### src/design/ctd_cell.sv
`timescale 1ns / 1ps
// ----------------------------------------------------------------------------
// ctd_cell
// One storage cell of the entry ring. Takes its neighbor's entry on a shift
// or a new entry on a write.
// ----------------------------------------------------------------------------
module ctd_cell (
	input  logic        clk,
	input  logic        shift,
	input  logic        wr_en,
	input  logic [31:0] wr_re,
	input  logic [31:0] wr_im,
	input  logic [31:0] nb_re,
	input  logic [31:0] nb_im,
	output logic [31:0] ent_re,
	output logic [31:0] ent_im
);

	logic [31:0] re_q;
	logic [31:0] im_q;

	// load new entry, or advance ring
	always_ff @(posedge clk) begin
		if (wr_en) begin
			re_q <= wr_re;
			im_q <= wr_im;
		end else if (shift) begin
			re_q <= nb_re;
			im_q <= nb_im;
		end
	end

	assign ent_re = re_q;
	assign ent_im = im_q;

endmodule

### config.mk
export PLATFORM = sky130hd
export DESIGN_NAME = ctd_cell
export DESIGN_NICKNAME = d
export VERILOG_FILES = /design/src/design/ctd_cell.sv
export SDC_FILE = /design/constraint.sdc
export NUM_CORES = 1
export LEC_CHECK = 0
export BUFFER_PORTS_ARGS = -buffer_cell sky130_fd_sc_hd__clkbuf_2
export CELL_PAD_IN_SITES_DETAIL_PLACEMENT = 2
export CELL_PAD_IN_SITES_GLOBAL_PLACEMENT = 2
export CORE_ASPECT_RATIO = 0.6
export CORE_MARGIN = 2
export CORE_UTILIZATION = 25
export CTS_BUF_LIST = sky130_fd_sc_hd__clkbuf_4 sky130_fd_sc_hd__clkbuf_8
export CTS_CLUSTER_SIZE = 14
export DETAILED_ROUTE_END_ITERATION = 10
export GPL_TIMING_DRIVEN = 0
export PLACE_DENSITY = 0.82
export SLEW_MARGIN = 5
export SYNTH_ARGS = -nofsm -noshare
export SYNTH_HDL_FRONTEND = slang
export SYNTH_SLANG_ARGS = --single-unit
### constraint.sdc
create_clock -name clk -period 2.46 [get_ports clk]
set_input_delay 0.123 -clock clk [delete_from_list [all_inputs] [get_ports clk]]
set_output_delay 0.123 -clock clk [all_outputs]
set_load 0.03 [all_outputs]
# Yosys cells after proc, flatten, opt, wreduce, memory -nomap -nowiden
# Cells that the tools add are included.
# word_totals
mem_count	0
ramBits	0
elab_cells	7
latchBits	0
out_inout_bits	64
regBits	64
in_bits	131
romBits	0
# op_classes
shifts	0
n_reduce_logical	1
n_mul	0
eq_ne	0
bitwise	0
order_cmp	0
n_addsub	0
n_div	0
muxes	4
# ops
op	count
$mux 32	4
$reduce_bool 2->1	1

# Depth between registers and ports, before layout
# logic_depth
word_depth	2
mapped_depth	3
depth_no_buf	1

# Worst setup path before layout
# No wires, ideal clock.
# synth_path
path_type	input to register
start	input wr_en
end	register im_q[0], in the netlist ent_im[0], enable pin
setup_ns	0.426
arrival_time_ns	1.872
required_ns	2.034
path_buffers	2
setup_slack_ns	0.163
path_stages	3
cell_sequence	buf_6 > buf_6 > or2_1
# synth_via
elab_chain_cells	1
# synth_lines
item	line_no	rtl
start, declared	10	input logic wr_en,
$reduce_bool 2->1 (no source line)	-	
end signal, assigned	26	im_q <= wr_im;
end signal, assigned	29	im_q <= nb_im;
end, declared	20	logic [31:0] im_q;
# Every way passes these cells.
# A chain may end at the register's enable or synchronous reset.

# Worst setup path in the final report
# layout_path
start	input wr_en
end	register im_q[14], in the netlist ent_im[14], enable pin
# Same word-level chain as after synthesis.

==> results.json <==
{
  "status": "finished clean",
  "drc": 0,
  "grt_pass1_wl_um": 11900,
  "grt_max_degree": 39,
  "ys_seq_area_share_pct": 66.1,
  "portBuffers": 193,
  "cts_resized": 0,
  "wire_per_inst_um": 16.0,
  "wirelength_um": 8100,
  "grt_remaining_overflow": 0,
  "crit_start": "wr_en",
  "place.gp.congestion": 0.693,
  "drv_cap": 0,
  "cp-start-kind": "input port",
  "grt_pass1_vias": 2270,
  "core_area_um2": 11300,
  "start_util_pct": 25.7,
  "final_cell_mix": "clkbuf_2 (193), edfxtp_1 (64), mux2_4 (49)",
  "final_max_slew_viol_count": 0,
  "syn_inst": 136,
  "numCtsBuffers": 9,
  "final_common_cell": "clkbuf_2",
  "ys_ff_latch": 64,
  "worst_pin_slew_ns": 0.401,
  "dpl.hpwl_um": 6490,
  "antenna_found_initial": 0,
  "period_share_pct": 48.7,
  "setup.worst_path.class": "in -> reg",
  "netlist_area_um2": 2910,
  "fp.dieW_um": 143,
  "ant_nets": 0,
  "period_minus_slack_ns": 1.20,
  "critPathMaxFanout": 38,
  "hold_viol": 0,
  "synth_fp_nets": 267,
  "crit_chain": "buf_6, buf_6, or2_4, buf_12",
  "synth_area_per_cell_um2": 21.4,
  "drt_iter0_drc": 30,
  "drive_gt1_share_pct": 81.5,
  "finish.utilization_pct": 37.9,
  "ys_types": 6,
  "cp.required_ns": 2.47,
  "tritoncts": "built",
  "ys.warnings.count": 0,
  "clk_path_buf_depth": 2,
  "hp-class": "in -> reg",
  "powerDensity_nw_per_um2": 684,
  "drt_pass1_iterations": 4,
  "viasPerCell": 4.03,
  "vias": 2040,
  "rows": 30,
  "nets": 472,
  "instances_no_fill": 506,
  "min_from": "wr_re[18]",
  "clock_sinks": 64,
  "max_freq_mhz": 834,
  "clk_pin_slew_worst_paths_ns": 0.07,
  "arrival_ns": 1.21,
  "placed_cells": 490,
  "die_area_um2": 12500,
  "crit_top_cell": "buf_6",
  "h-tree-depth": 3,
  "cts_setup_buffers": 0,
  "syn_to_final_growth_pct": 47.5,
  "die_y_um": 87.5,
  "cp_slowest_stage_delay_ns": 0.40,
  "rsz0062_at_grt": "no",
  "power_leakage_nw": 2.07,
  "crit_path_end_kind": "register",
  "cts_root_buf": "clkbuf_8",
  "max_slew_margin_pct": 73.2,
  "antenna_cells": 0,
  "io_pins": 195,
  "critical-path-slowest-cell": "or2_4",
  "max-vdd-ir-drop_mv": 0.247,
  "tns_ns": 0,
  "grt_util_all_layers_pct": 12.9,
  "cts_hold_buf": 0,
  "setup_viol_count_final": 0
}
-- power by group --
group          internal, mW  switching (mW)  total, mW
Combinational         0.271           0.398      0.669
Sequential             1.34          0.0345       1.37
Clock                 0.498           0.391      0.888
-- area by class of cell --
type,count,area (um^2)
Clock inverter,4,45.0
Tap cell,160,200
Fill cell,1195,7010
Multi-Input combinational cell,65,913
Sequential cell,64,1920
Timing Repair Buffer,194,986
Clock buffer,12,146
Buffer,7,72.6
-- stage by stage --
| stage | hold slack (ns) | area [um^2] | setup WS [ns] | total power [mW] |
|---|---|---|---|---|
| final | 0.0885 | 4290 | 1.26 | 2.93 |
| after global routing | 0.0576 | 4290 | 1.19 | 3.07 |
| after CTS | 0.0607 | 4290 | 1.25 | 2.99 |
| after detailed placement | 0.428 | 4090 | 0.883 | 2.08 |
| after global placement | 0.424 | 4070 | -0.620 | 2.05 |
| after floorplan | 0.340 | 2910 | 0.163 | 1.82 |
-- layer usage --
metal  routed length (um)  up-vias  GRT usage [%]
met1                 3120      964           14.0
met2                 3920      122           22.0
met5                    0        -              0
li1                     -      945              -
met3                  979        9           6.71
met4                   80        0           4.23
-- sequential cells by signal, summed over array words and instances, names as in the netlist --
register  flops
ent_im       32
ent_re       32
-- cell usage after synthesis --
cell type,count,share of area (%)
mux2_4,49,25
buf_6,6,2.3
edfxtp_1,64,66
buf_2,1,0.17
or2_1,1,0.22
mux2_2,15,5.8
-- critical path, delay by kind of cell --
family | cells | cell delay, ns
buf+inv | 3 | 0.65
simple gates | 1 | 0.40
-- kinds of logic after synthesis --
group                  share of synthesized area [%]
multiplexers                                    31.1
AND/OR/NAND/NOR                                0.215
buffers and inverters                           2.50
flip-flops                                      66.1
-- final timing paths --
kind         end  slack, ns  depth (start not counted)
max   ent_im[14]       1.26                          4
min   ent_re[18]       0.09                          2
No activity file was read; power rests on OpenSTA's default activity.
